### src/rtl/core/fkurt_pkg.sv
`timescale 1ns / 1ps
// ----------------------------------------------------------------------------
// Frame kurtosis package
// Types, widths and helpers shared by the frame kurtosis core and its
// arithmetic unit.
// ----------------------------------------------------------------------------
package fkurt_pkg;

  localparam int MAX_FRAME   = 1024;
  localparam int SAMPLE_BITS = 12;
  localparam int SAMPLE_W    = 12;
  localparam int ADDR_W      = $clog2(MAX_FRAME);
  localparam int CNT_W       = $clog2(MAX_FRAME + 1);
  localparam int SUM_W       = 23;
  localparam int MDIV_W      = SUM_W + 1;
  localparam int DEN_W       = CNT_W + 1;
  localparam int MEAN_W      = SAMPLE_W + 1;
  localparam int DIFF_W      = SAMPLE_W + 2;
  localparam int AD_W        = SAMPLE_W;
  localparam int D2_W        = 2 * AD_W;
  localparam int D4_W        = 2 * D2_W;
  localparam int SUM2_W      = 35;
  localparam int SUM4_W      = 59;
  localparam int FRAC_BITS   = 16;
  localparam int KURT_W      = 27;
  localparam int ALU_W       = 2 * SUM2_W + KURT_W - 1;
  localparam int STEP_W      = 6;

  typedef struct packed {
    logic signed [SAMPLE_W-1:0] sample;
    logic                       last;
  } in_beat_t;

  typedef struct packed {
    logic [KURT_W-1:0] kurtosis_value;
    logic              degenerate;
    logic              overflowed;
  } out_beat_t;

  typedef struct packed {
    logic             sub;
    logic [ALU_W-1:0] a;
    logic [ALU_W-1:0] b;
  } alu_req_t;

  typedef struct packed {
    logic [ALU_W-1:0] value;
    logic             carry;
  } alu_res_t;

  function automatic logic signed [SAMPLE_W-1:0] extend_sample(
    input logic [SAMPLE_W-1:0] raw
  );
    logic signed [SAMPLE_W-1:0] sh;
    sh = $signed(raw << (SAMPLE_W - SAMPLE_BITS));
    return sh >>> (SAMPLE_W - SAMPLE_BITS);
  endfunction

endpackage

### src/rtl/core/fkurt_alu.sv
`timescale 1ns / 1ps
// ----------------------------------------------------------------------------
// Frame kurtosis shared adder
// Wide add or subtract with carry out; with subtraction the carry means the
// first operand is not below the second.
// ----------------------------------------------------------------------------
module fkurt_alu (
  input  fkurt_pkg::alu_req_t req,
  output fkurt_pkg::alu_res_t res
);

  logic [fkurt_pkg::ALU_W:0] total;
  logic [fkurt_pkg::ALU_W-1:0] b_eff;

  assign b_eff = req.sub ? ~req.b : req.b;
  assign total = {1'b0, req.a} + {1'b0, b_eff}
               + {{fkurt_pkg::ALU_W{1'b0}}, req.sub};

  assign res.value = total[fkurt_pkg::ALU_W-1:0];
  assign res.carry = total[fkurt_pkg::ALU_W];

endmodule

### config.mk
export PLATFORM = sky130hd
export DESIGN_NAME = fkurt_alu
export DESIGN_NICKNAME = d
export VERILOG_FILES = /design/src/rtl/core/fkurt_pkg.sv /design/src/rtl/core/fkurt_alu.sv
export SDC_FILE = /design/constraint.sdc
export NUM_CORES = 1
export LEC_CHECK = 0
export BUFFER_PORTS_ARGS = -buffer_cell sky130_fd_sc_hd__buf_2
export CAP_MARGIN = 25
export CORE_MARGIN = 2
export CORE_UTILIZATION = 40
export DETAILED_ROUTE_END_ITERATION = 6
export PLACE_DENSITY = 0.68
export SLEW_MARGIN = 10
export SYNTH_ARGS = -nofsm -noshare
export SYNTH_HDL_FRONTEND = slang
export SYNTH_SLANG_ARGS = --single-unit
### constraint.sdc
create_clock -name vclk -period 4.2
set_input_delay 0 -clock vclk [all_inputs]
set_output_delay 0 -clock vclk [all_outputs]
set_load 0.005 [all_outputs]
==> impl_results.html, run 1 <==
<table>
<tr><th>Metric</th><th>Value</th></tr>
<tr><th colspan="2">Min path</th></tr>
<tr><td>Hold path endpoint</td><td>res[1]</td></tr>
<tr><td>Worst min-delay path startpoint</td><td>req[96]</td></tr>
<tr><td>Hold crit path type</td><td>input pin to output port</td></tr>
<tr><td>Instance count along the most critical hold path</td><td>3</td></tr>
<tr><th colspan="2">Placed design</th></tr>
<tr><td>DP Cell Count</td><td>approximately 1,500</td></tr>
<tr><td>DP Wirelength</td><td>~22,000 um</td></tr>
<tr><td>Post-Place Cell Area</td><td>around 0.0086 mm^2</td></tr>
<tr><td>RePlAce Congestion</td><td>about 1</td></tr>
<tr><td>IO Port Bufs</td><td>290</td></tr>
<tr><th colspan="2">Routing</th></tr>
<tr><td>Total iterations of the first detailed-routing run</td><td>5</td></tr>
<tr><td>Final routed wire length divided by cell count</td><td>16.8 um</td></tr>
<tr><td>DRC violation count after routing</td><td>0</td></tr>
<tr><td>Via Count</td><td>8,525</td></tr>
<tr><td>Wire length after detailed routing</td><td>about 25,000 um</td></tr>
<tr><td>DR vias/cell</td><td>around 5.7</td></tr>
<tr><td>Number of design-rule violations left by the first detailed-router iteration</td><td>around 490</td></tr>
<tr><td>Count of nets left with antenna violations after detail routing</td><td>0</td></tr>
<tr><th colspan="2">Cells and area</th></tr>
<tr><td>Seq Cell Count</td><td>0</td></tr>
<tr><td>Seq. cell area</td><td>0 um^2</td></tr>
<tr><td>Number of nets in the finished design</td><td>roughly 1,600</td></tr>
<tr><td>Final std cells w/o fill</td><td>1,504</td></tr>
<tr><td>Synth-to-layout area growth</td><td>22.6%</td></tr>
<tr><td>Fraction of final layout cells sized beyond drive strength 1</td><td>0.252</td></tr>
<tr><td>Leading cell type in the layout, fill and taps excluded</td><td>sky130_fd_sc_hd__buf_2</td></tr>
<tr><td>Core Util, Final</td><td>0.498</td></tr>
<tr><td>Finished layout cell area</td><td>around 0.0086 mm^2</td></tr>
<tr><td>Most frequent cells in the layout</td><td>289 x sky130_fd_sc_hd__buf_2, 144 x sky130_fd_sc_hd__a21oi_1, 126 x sky130_fd_sc_hd__xor2_1, 101 x sky130_fd_sc_hd__ha_1, 94 x sky130_fd_sc_hd__nand2_1</td></tr>
<tr><td>Final-layout clock buffer total</td><td>0</td></tr>
<tr><th colspan="2">Setup path</th></tr>
<tr><td>Critical-path cell list</td><td>buf_4, buf_12, xor2_1, ha_1, nand4_1, nor4_2, nand4_1, a211oi_2, nor4_2, buf_4, o21ai_0, a21o_1, a31oi_1, o31ai_1, xor2_1, buf_2</td></tr>
<tr><td>CP max FO</td><td>23</td></tr>
<tr><td>Crit path launch type</td><td>input pin</td></tr>
<tr><td>Cell with the largest stage delay on the worst path</td><td>sky130_fd_sc_hd__nor4_2</td></tr>
<tr><td>Kind of critical path</td><td>input pin to output port</td></tr>
<tr><td>Stage delay of the slowest cell on the critical path</td><td>approximately 440 ps</td></tr>
<tr><td>Capturing element type of the critical path</td><td>output port</td></tr>
<tr><td>Data required time of the critical path</td><td>4200 ps</td></tr>
<tr><td>Critical path data arrival time</td><td>approximately 3800 ps</td></tr>
<tr><th colspan="2">Floorplanning</th></tr>
<tr><td>Initial core utilization</td><td>0.406</td></tr>
<tr><td>Core Box Area</td><td>approximately 0.017 mm^2</td></tr>
<tr><td>DIE AREA</td><td>0.0186 mm^2</td></tr>
<tr><td># IOs</td><td>290</td></tr>
<tr><td>Row cnt</td><td>48</td></tr>
<tr><td>Vertical die dimension</td><td>between 100 and 150 um</td></tr>
<tr><td>Die Width</td><td>136 um</td></tr>
<tr><th colspan="2">Logic synthesis</th></tr>
<tr><td>Fraction of the mapped netlist area in simple logic gates</td><td>0.187</td></tr>
<tr><td>Complex-gate fraction of the synthesized area</td><td>0.334</td></tr>
<tr><td>Number of distinct library cell variants in the gate-level netlist after synthesis</td><td>67</td></tr>
<tr><td>Xor and xnor fraction of the mapped netlist area</td><td>0.235</td></tr>
<tr><td>Adder-cell share of the synthesized area</td><td>0.183</td></tr>
<tr><td>Fraction of synthesized cell area taken by the top area cell type</td><td>0.180</td></tr>
<tr><td>Post-Syn Instances</td><td>1,035</td></tr>
<tr><td>Synth area leader</td><td>sky130_fd_sc_hd__ha_1</td></tr>
<tr><td>Synth top area cells</td><td>sky130_fd_sc_hd__ha_1 18%, sky130_fd_sc_hd__xor2_1 16%, sky130_fd_sc_hd__a21oi_1 10%</td></tr>
<tr><td>Combinational family with the most area after synthesis</td><td>compound AO/OA/AOI/OAI gates</td></tr>
<tr><td>Mean cell area of the mapped netlist</td><td>between 6 and 7 um^2</td></tr>
<tr><td>Total of warnings raised by yosys</td><td>0</td></tr>
<tr><td>Proportion of synthesized chip area in sequential cells</td><td>0</td></tr>
<tr><td>Syn_nets</td><td>about 1,300</td></tr>
<tr><td>Area of the mapped netlist</td><td>approximately 0.0070 mm^2</td></tr>
<tr><td>Post-synthesis mux area share</td><td>0.00429</td></tr>
<tr><th colspan="2">STA</th></tr>
<tr><td>Total negative slack for setup checks</td><td>0 ps</td></tr>
<tr><td>Worst Tran Pin Value</td><td>roughly 570 ps</td></tr>
<tr><td>Final period demand of the worst path</td><td>3800 ps</td></tr>
<tr><td>Fin. max-slew vios</td><td>0</td></tr>
<tr><td>Total of endpoints with negative setup slack in the final report</td><td>0</td></tr>
<tr><td>Number of hold-slack violations in the final timing report</td><td>0</td></tr>
<tr><td>Worst max-slew margin expressed relative to the limit</td><td>0.617</td></tr>
<tr><td>Ratio of final minimum period to clock period</td><td>0.904</td></tr>
<tr><td>Setup repair after global routing missed its margin</td><td>false</td></tr>
<tr><td>Fmax</td><td>roughly 260 MHz</td></tr>
<tr><th colspan="2">Global routing</th></tr>
<tr><td>GRT Overall Usage</td><td>0.256</td></tr>
<tr><td>Number of global-route vias before repair</td><td>around 8,000</td></tr>
<tr><td>Largest net degree at the start of global routing</td><td>24</td></tr>
<tr><td>Number of antenna violations at the first check in global routing</td><td>3</td></tr>
<tr><td>GRT Residual Overflow</td><td>0</td></tr>
<tr><td>Wire length of the first global-routing pass</td><td>between 30,000 and 40,000 um</td></tr>
<tr><th colspan="2">Pwr</th></tr>
<tr><td>Lkg Pwr</td><td>between 4 and 5 nW</td></tr>
<tr><td>Clock share of power</td><td>0</td></tr>
<tr><td>Switching share of power</td><td>0.573</td></tr>
<tr><td>Power per standard cell area</td><td>roughly 250 mW/mm^2</td></tr>
<tr><td>Register share of total power</td><td>0</td></tr>
<tr><td>Internal power</td><td>a little over 0.0009 W</td></tr>
<tr><td>Peak ir drop on the vdd network</td><td>between 0.1 and 0.15 mV</td></tr>
<tr><td>Part of the power in combinational logic</td><td>1.000</td></tr>
<tr><td>Psw</td><td>0.00122 W</td></tr>
<tr><th colspan="2">Clock network</th></tr>
<tr><td>Post-cts gate resize count</td><td>0</td></tr>
<tr><td>Hold Buf Count CTS</td><td>0</td></tr>
<tr><td>Number of buffers inserted by post-CTS setup repair</td><td>0</td></tr>
<tr><th colspan="2">Run</th></tr>
<tr><td>Max-cap viol count</td><td>0</td></tr>
<tr><th colspan="2">Status</th></tr>
<tr><td>Result of the run</td><td>completed</td></tr>
</table>
## cells in the mapped netlist (3+ instances only)
library cell	count
sky130_fd_sc_hd__a211o_1	3
sky130_fd_sc_hd__a211oi_1	8
sky130_fd_sc_hd__a21boi_0	4
sky130_fd_sc_hd__a21boi_1	3
sky130_fd_sc_hd__a21o_1	33
sky130_fd_sc_hd__a21oi_1	144
sky130_fd_sc_hd__a221o_1	3
sky130_fd_sc_hd__a31o_2	3
sky130_fd_sc_hd__a31oi_1	10
sky130_fd_sc_hd__and2_1	4
sky130_fd_sc_hd__and3_1	3
sky130_fd_sc_hd__and4_1	4
sky130_fd_sc_hd__buf_2	6
sky130_fd_sc_hd__clkbuf_1	47
sky130_fd_sc_hd__ha_1	101
sky130_fd_sc_hd__inv_1	45
sky130_fd_sc_hd__mux2i_1	3
sky130_fd_sc_hd__nand2_1	94
sky130_fd_sc_hd__nand2b_1	6
sky130_fd_sc_hd__nand3_1	8
sky130_fd_sc_hd__nand4_1	47
sky130_fd_sc_hd__nor2_1	67
sky130_fd_sc_hd__nor2b_1	5
sky130_fd_sc_hd__nor3_1	14
sky130_fd_sc_hd__nor4_1	4
sky130_fd_sc_hd__o211ai_1	7
sky130_fd_sc_hd__o21a_1	14
sky130_fd_sc_hd__o21ai_0	61
sky130_fd_sc_hd__o21ai_1	7
sky130_fd_sc_hd__o21bai_1	35
sky130_fd_sc_hd__o31ai_1	5
sky130_fd_sc_hd__o41ai_1	4
sky130_fd_sc_hd__or3_1	5
sky130_fd_sc_hd__xnor2_1	62
sky130_fd_sc_hd__xor2_1	126
## worst max-delay path by stage
| stage | cells after the start | to | startpoint | slack [ps] |
|---|---|---|---|---|
| CTS | 16 | res[95] | req[192] | 410 |
| global route | 16 | res[95] | req[192] | 150 |
| floorplan | 15 | res[94] | req[192] | 760 |
| detailed placement | 16 | res[95] | req[192] | 450 |
| global placement | 16 | res[95] | req[192] | 440 |
| finish | 16 | res[95] | req[192] | 400 |
## power by group through the flow
stage | registers [W] | logic [W] | clock network [W]
final | 0 | 0.00214 | 0.0000000000955
after CTS | 0 | 0.00212 | 0
after floorplan | 0 | 0.00135 | 0
after detailed placement | 0 | 0.00211 | 0
after global routing | 0 | 0.00234 | 0.0000000000637
after global placement | 0 | 0.00211 | 0
## worst max-delay path: cells and delay by family
family	cells	cell delay, ps
compound gates	5	1280
xor+xnor	2	310
fa+ha+maj	1	350
buf+inv	4	910
simple gates	4	930
## through the flow
step	hold slack (ps)	worst slack [ps]	total power (W)
after floorplan	51.4	760	0.00135
after global placement	270	438	0.00211
after detailed placement	275	446	0.00211
after CTS	276	409	0.00212
after global routing	318	149	0.00234
final	275	404	0.00214
## layout make-up
| cell class | count | area, um^2 |
|---|---|---|
| inverter | 45 | 169 |
| multi-input combinational | 934 | 6610 |
| antenna | 3 | 7.51 |
| timing repair buffer | 297 | 1520 |
| tap | 225 | 282 |
| fill | 1840 | 8650 |
## routing by layer
layer,GRT usage,vias up,wire (um)
met5,0,-,10
met1,0.338,3900,11000
met3,0.0239,34,1710
met2,0.453,366,12000
li1,-,4223,-
met4,0.0475,2,500
## cells by family (layout without fill, tap and decap cells)
group           Yosys count  count (layout)
other cells               0               3
simple gates            271             271
buf+inv                 101             342
fa+ha+maj               102             102
compound gates          370             370
mux                       3               3
xor+xnor                188             188
Power figures use the tool's default switching activity.
==> inputs of run 2 (changes only) <==
--- a/config.mk
+++ b/config.mk
@@ -7,6 +7,7 @@
 export LEC_CHECK = 0
 export BUFFER_PORTS_ARGS = -buffer_cell sky130_fd_sc_hd__buf_2
 export CAP_MARGIN = 25
+export CORE_ASPECT_RATIO = 0.5
 export CORE_MARGIN = 2
 export CORE_UTILIZATION = 40
 export DETAILED_ROUTE_END_ITERATION = 6
==> run 2 against run 1 <==
Routed wire length decreased by 4.3%. Utilization fell by 0.21 points. Critical path depth unchanged. Via count down 1.3%. Cell count up 0.20%. Final area is 0.22% lower.
==> impl_results.html, run 2 (synthesis gave the netlist of run 1 again) <==
<table>
<tr><th>Metric</th><th>Value</th></tr>
<tr><th colspan="2">Floorplanning</th></tr>
<tr><td>Die Width</td><td>191 um (was 136 um)</td></tr>
<tr><td>Row cnt</td><td>34 (was 48)</td></tr>
<tr><td># IOs</td><td>290 (unchanged)</td></tr>
<tr><td>Initial core utilization</td><td>0.406 (about the same)</td></tr>
<tr><td>DIE AREA</td><td>0.0187 mm^2 (was 0.0186 mm^2)</td></tr>
<tr><td>Vertical die dimension</td><td>97.6 um (was 136 um)</td></tr>
<tr><td>Core Box Area</td><td>0.0173 mm^2 (was 0.0172 mm^2)</td></tr>
<tr><th colspan="2">STA</th></tr>
<tr><td>Fin. max-slew vios</td><td>0 (unchanged)</td></tr>
<tr><td>Worst max-slew margin expressed relative to the limit</td><td>0.567 (was 0.617)</td></tr>
<tr><td>Total of endpoints with negative setup slack in the final report</td><td>0 (unchanged)</td></tr>
<tr><td>Hold Slack</td><td>271 ps (was 275 ps)</td></tr>
<tr><td>Ratio of final minimum period to clock period</td><td>0.898 (was 0.904)</td></tr>
<tr><td>Fmax</td><td>265 MHz (was 263 MHz)</td></tr>
<tr><td>Worst Tran Pin Value</td><td>640 ps (was 567 ps)</td></tr>
<tr><td>Final period demand of the worst path</td><td>3770 ps (was 3800 ps)</td></tr>
<tr><td>Total negative slack for setup checks</td><td>0 ps (unchanged)</td></tr>
<tr><td>Setup repair after global routing missed its margin</td><td>false (unchanged)</td></tr>
<tr><td>Number of hold-slack violations in the final timing report</td><td>0 (unchanged)</td></tr>
<tr><th colspan="2">Pwr</th></tr>
<tr><td>Total Power Consumption</td><td>0.00210 W (was 0.00214 W)</td></tr>
<tr><td>Peak ir drop on the vdd network</td><td>0.129 mV (was 0.120 mV)</td></tr>
<tr><td>Lkg Pwr</td><td>4.19 nW (was 4.21 nW)</td></tr>
<tr><td>Power per standard cell area</td><td>245 mW/mm^2 (was 249 mW/mm^2)</td></tr>
<tr><th colspan="2">Global routing</th></tr>
<tr><td>Met3 GRT Util</td><td>0.0137 (was 0.0239)</td></tr>
<tr><td>GRT Residual Overflow</td><td>0 (unchanged)</td></tr>
<tr><td>GRT Overall Usage</td><td>0.242 (was 0.256)</td></tr>
<tr><td>Gr busiest metal</td><td>met2 (unchanged)</td></tr>
<tr><td>Number of antenna violations at the first check in global routing</td><td>0 (was 3)</td></tr>
<tr><td>GR Layer Usage met2</td><td>0.419 (was 0.453)</td></tr>
<tr><td>Met1 usage in global routing</td><td>0.334 (was 0.338)</td></tr>
<tr><td>Largest net degree at the start of global routing</td><td>25 (was 24)</td></tr>
<tr><td>Number of global-route vias before repair</td><td>7,884 (was 7,976)</td></tr>
<tr><td>Wire length of the first global-routing pass</td><td>38,100 um (was 39,200 um)</td></tr>
<tr><th colspan="2">Routing</th></tr>
<tr><td>Wire length after detailed routing</td><td>24,200 um (was 25,300 um)</td></tr>
<tr><td>Via Count</td><td>8,414 (was 8,525)</td></tr>
<tr><td>Count of nets left with antenna violations after detail routing</td><td>0 (unchanged)</td></tr>
<tr><td>Total iterations of the first detailed-routing run</td><td>5 (unchanged)</td></tr>
<tr><td>Number of design-rule violations left by the first detailed-router iteration</td><td>441 (was 488)</td></tr>
<tr><td>DR vias/cell</td><td>5.58 (was 5.67)</td></tr>
<tr><td>Final routed wire length divided by cell count</td><td>16.0 um (was 16.8 um)</td></tr>
<tr><td>DRC violation count after routing</td><td>0 (unchanged)</td></tr>
<tr><th colspan="2">Cells and area</th></tr>
<tr><td>Synth-to-layout area growth</td><td>22.3% (was 22.6%)</td></tr>
<tr><td>Core Util, Final</td><td>0.496 (was 0.498)</td></tr>
<tr><td>Seq Cell Count</td><td>0 (unchanged)</td></tr>
<tr><td>Leading cell type in the layout, fill and taps excluded</td><td>sky130_fd_sc_hd__buf_2 (unchanged)</td></tr>
<tr><td>Fraction of final layout cells sized beyond drive strength 1</td><td>0.250 (was 0.252)</td></tr>
<tr><td>Number of nets in the finished design</td><td>1,570 (was 1,573)</td></tr>
<tr><td>Diodes inserted</td><td>0 (was 3)</td></tr>
<tr><td>Seq. cell area</td><td>0 um^2 (unchanged)</td></tr>
<tr><td>Most frequent cells in the layout</td><td>289 x sky130_fd_sc_hd__buf_2, 144 x sky130_fd_sc_hd__a21oi_1, 126 x sky130_fd_sc_hd__xor2_1, 101 x sky130_fd_sc_hd__ha_1, 94 x sky130_fd_sc_hd__nand2_1 (unchanged)</td></tr>
<tr><td>Final-layout clock buffer total</td><td>0 (unchanged)</td></tr>
<tr><th colspan="2">Setup path</th></tr>
<tr><td>Stage delay of the slowest cell on the critical path</td><td>430 ps (was 440 ps)</td></tr>
<tr><td>Capturing element type of the critical path</td><td>output port (unchanged)</td></tr>
<tr><td>Crit path launch type</td><td>input pin (unchanged)</td></tr>
<tr><td>Critical path data arrival time</td><td>3770 ps (was 3800 ps)</td></tr>
<tr><td>CP max FO</td><td>19 (was 23)</td></tr>
<tr><td>Data required time of the critical path</td><td>4200 ps (about the same)</td></tr>
<tr><td>Cell with the largest stage delay on the worst path</td><td>sky130_fd_sc_hd__ha_1 (was sky130_fd_sc_hd__nor4_2)</td></tr>
<tr><td>Kind of critical path</td><td>input pin to output port (unchanged)</td></tr>
<tr><td>Cell with the most instances on the worst path</td><td>sky130_fd_sc_hd__buf_4</td></tr>
<tr><td>Critical-path cell list</td><td>buf_4, buf_4, buf_4, xor2_1, ha_1, nand2_1, nor2_1, nand2_1, nor4_1, nand3_1, a21oi_1, nor2_1, o21ai_0, a21oi_1, xnor2_1, buf_2 (was buf_4, buf_12, xor2_1, ha_1, nand4_1, nor4_2, nand4_1, a211oi_2, nor4_2, buf_4, o21ai_0, a21o_1, a31oi_1, o31ai_1, xor2_1, buf_2)</td></tr>
<tr><th colspan="2">Min path</th></tr>
<tr><td>Hold crit path type</td><td>input pin to output port (unchanged)</td></tr>
<tr><th colspan="2">Status</th></tr>
<tr><td>Result of the run</td><td>completed (unchanged)</td></tr>
<tr><th colspan="2">Run</th></tr>
<tr><td>Max-cap viol count</td><td>0 (unchanged)</td></tr>
<tr><th colspan="2">Clock network</th></tr>
<tr><td>Hold Buf Count CTS</td><td>0 (unchanged)</td></tr>
<tr><td>Post-cts gate resize count</td><td>0 (unchanged)</td></tr>
<tr><td>Number of buffers inserted by post-CTS setup repair</td><td>0 (unchanged)</td></tr>
<tr><th colspan="2">Placed design</th></tr>
<tr><td>IO Port Bufs</td><td>290 (unchanged)</td></tr>
<tr><td>DP Wirelength</td><td>21,100 um (was 22,100 um)</td></tr>
<tr><td>RePlAce Congestion</td><td>0.944 (was 1.01)</td></tr>
</table>
==> run 2: routing by layer <==
layer | routed length, um | vias up
met5 | 0 | -
met4 | 381 | 0
met3 | 1150 | 27
met2 | 11100 | 259
met1 | 11500 | 3904
li1 | - | 4224
==> run 2: area by class of cell <==
type	count	area [um^2]
Fill cell	1807	8700
Timing Repair Buffer	294	1500
Tap cell	234	293
Multi-Input combinational cell	934	6610
Inverter	45	169
==> run 2: final timing paths <==
path  startpoint  depth (start not counted)       to  slack, ps
min      req[96]                          3   res[1]        270
max     req[192]                         16  res[80]        430
==> run 2: per-stage QoR <==
stage / instance area (um^2) / instances / worst slack [ps]
after CTS: 8570 / 1507 / 513
final: 8570 / 1507 / 427
after global routing: 8570 / 1507 / 111
after global placement: 8570 / 1507 / 602
after floorplan: 7010 / 1035 / 760
after detailed placement: 8570 / 1507 / 540
==> run 2: worst max-delay path, delay by kind of cell <==
kind	cells	cell delay [ps]
adder cells (fa/ha/maj)	1	430
AND/OR/NAND/NOR	6	1050
AO/OA/AOI/OAI	3	860
buffers and inverters	4	1110
XOR/XNOR	2	290
==> run 2: report_power, final <==
group | internal [W] | switching (W) | total (W)
Clock | 0 | 0 | 0
Sequential | 0 | 0 | 0
Combinational | 0.000906 | 0.00119 | 0.00210
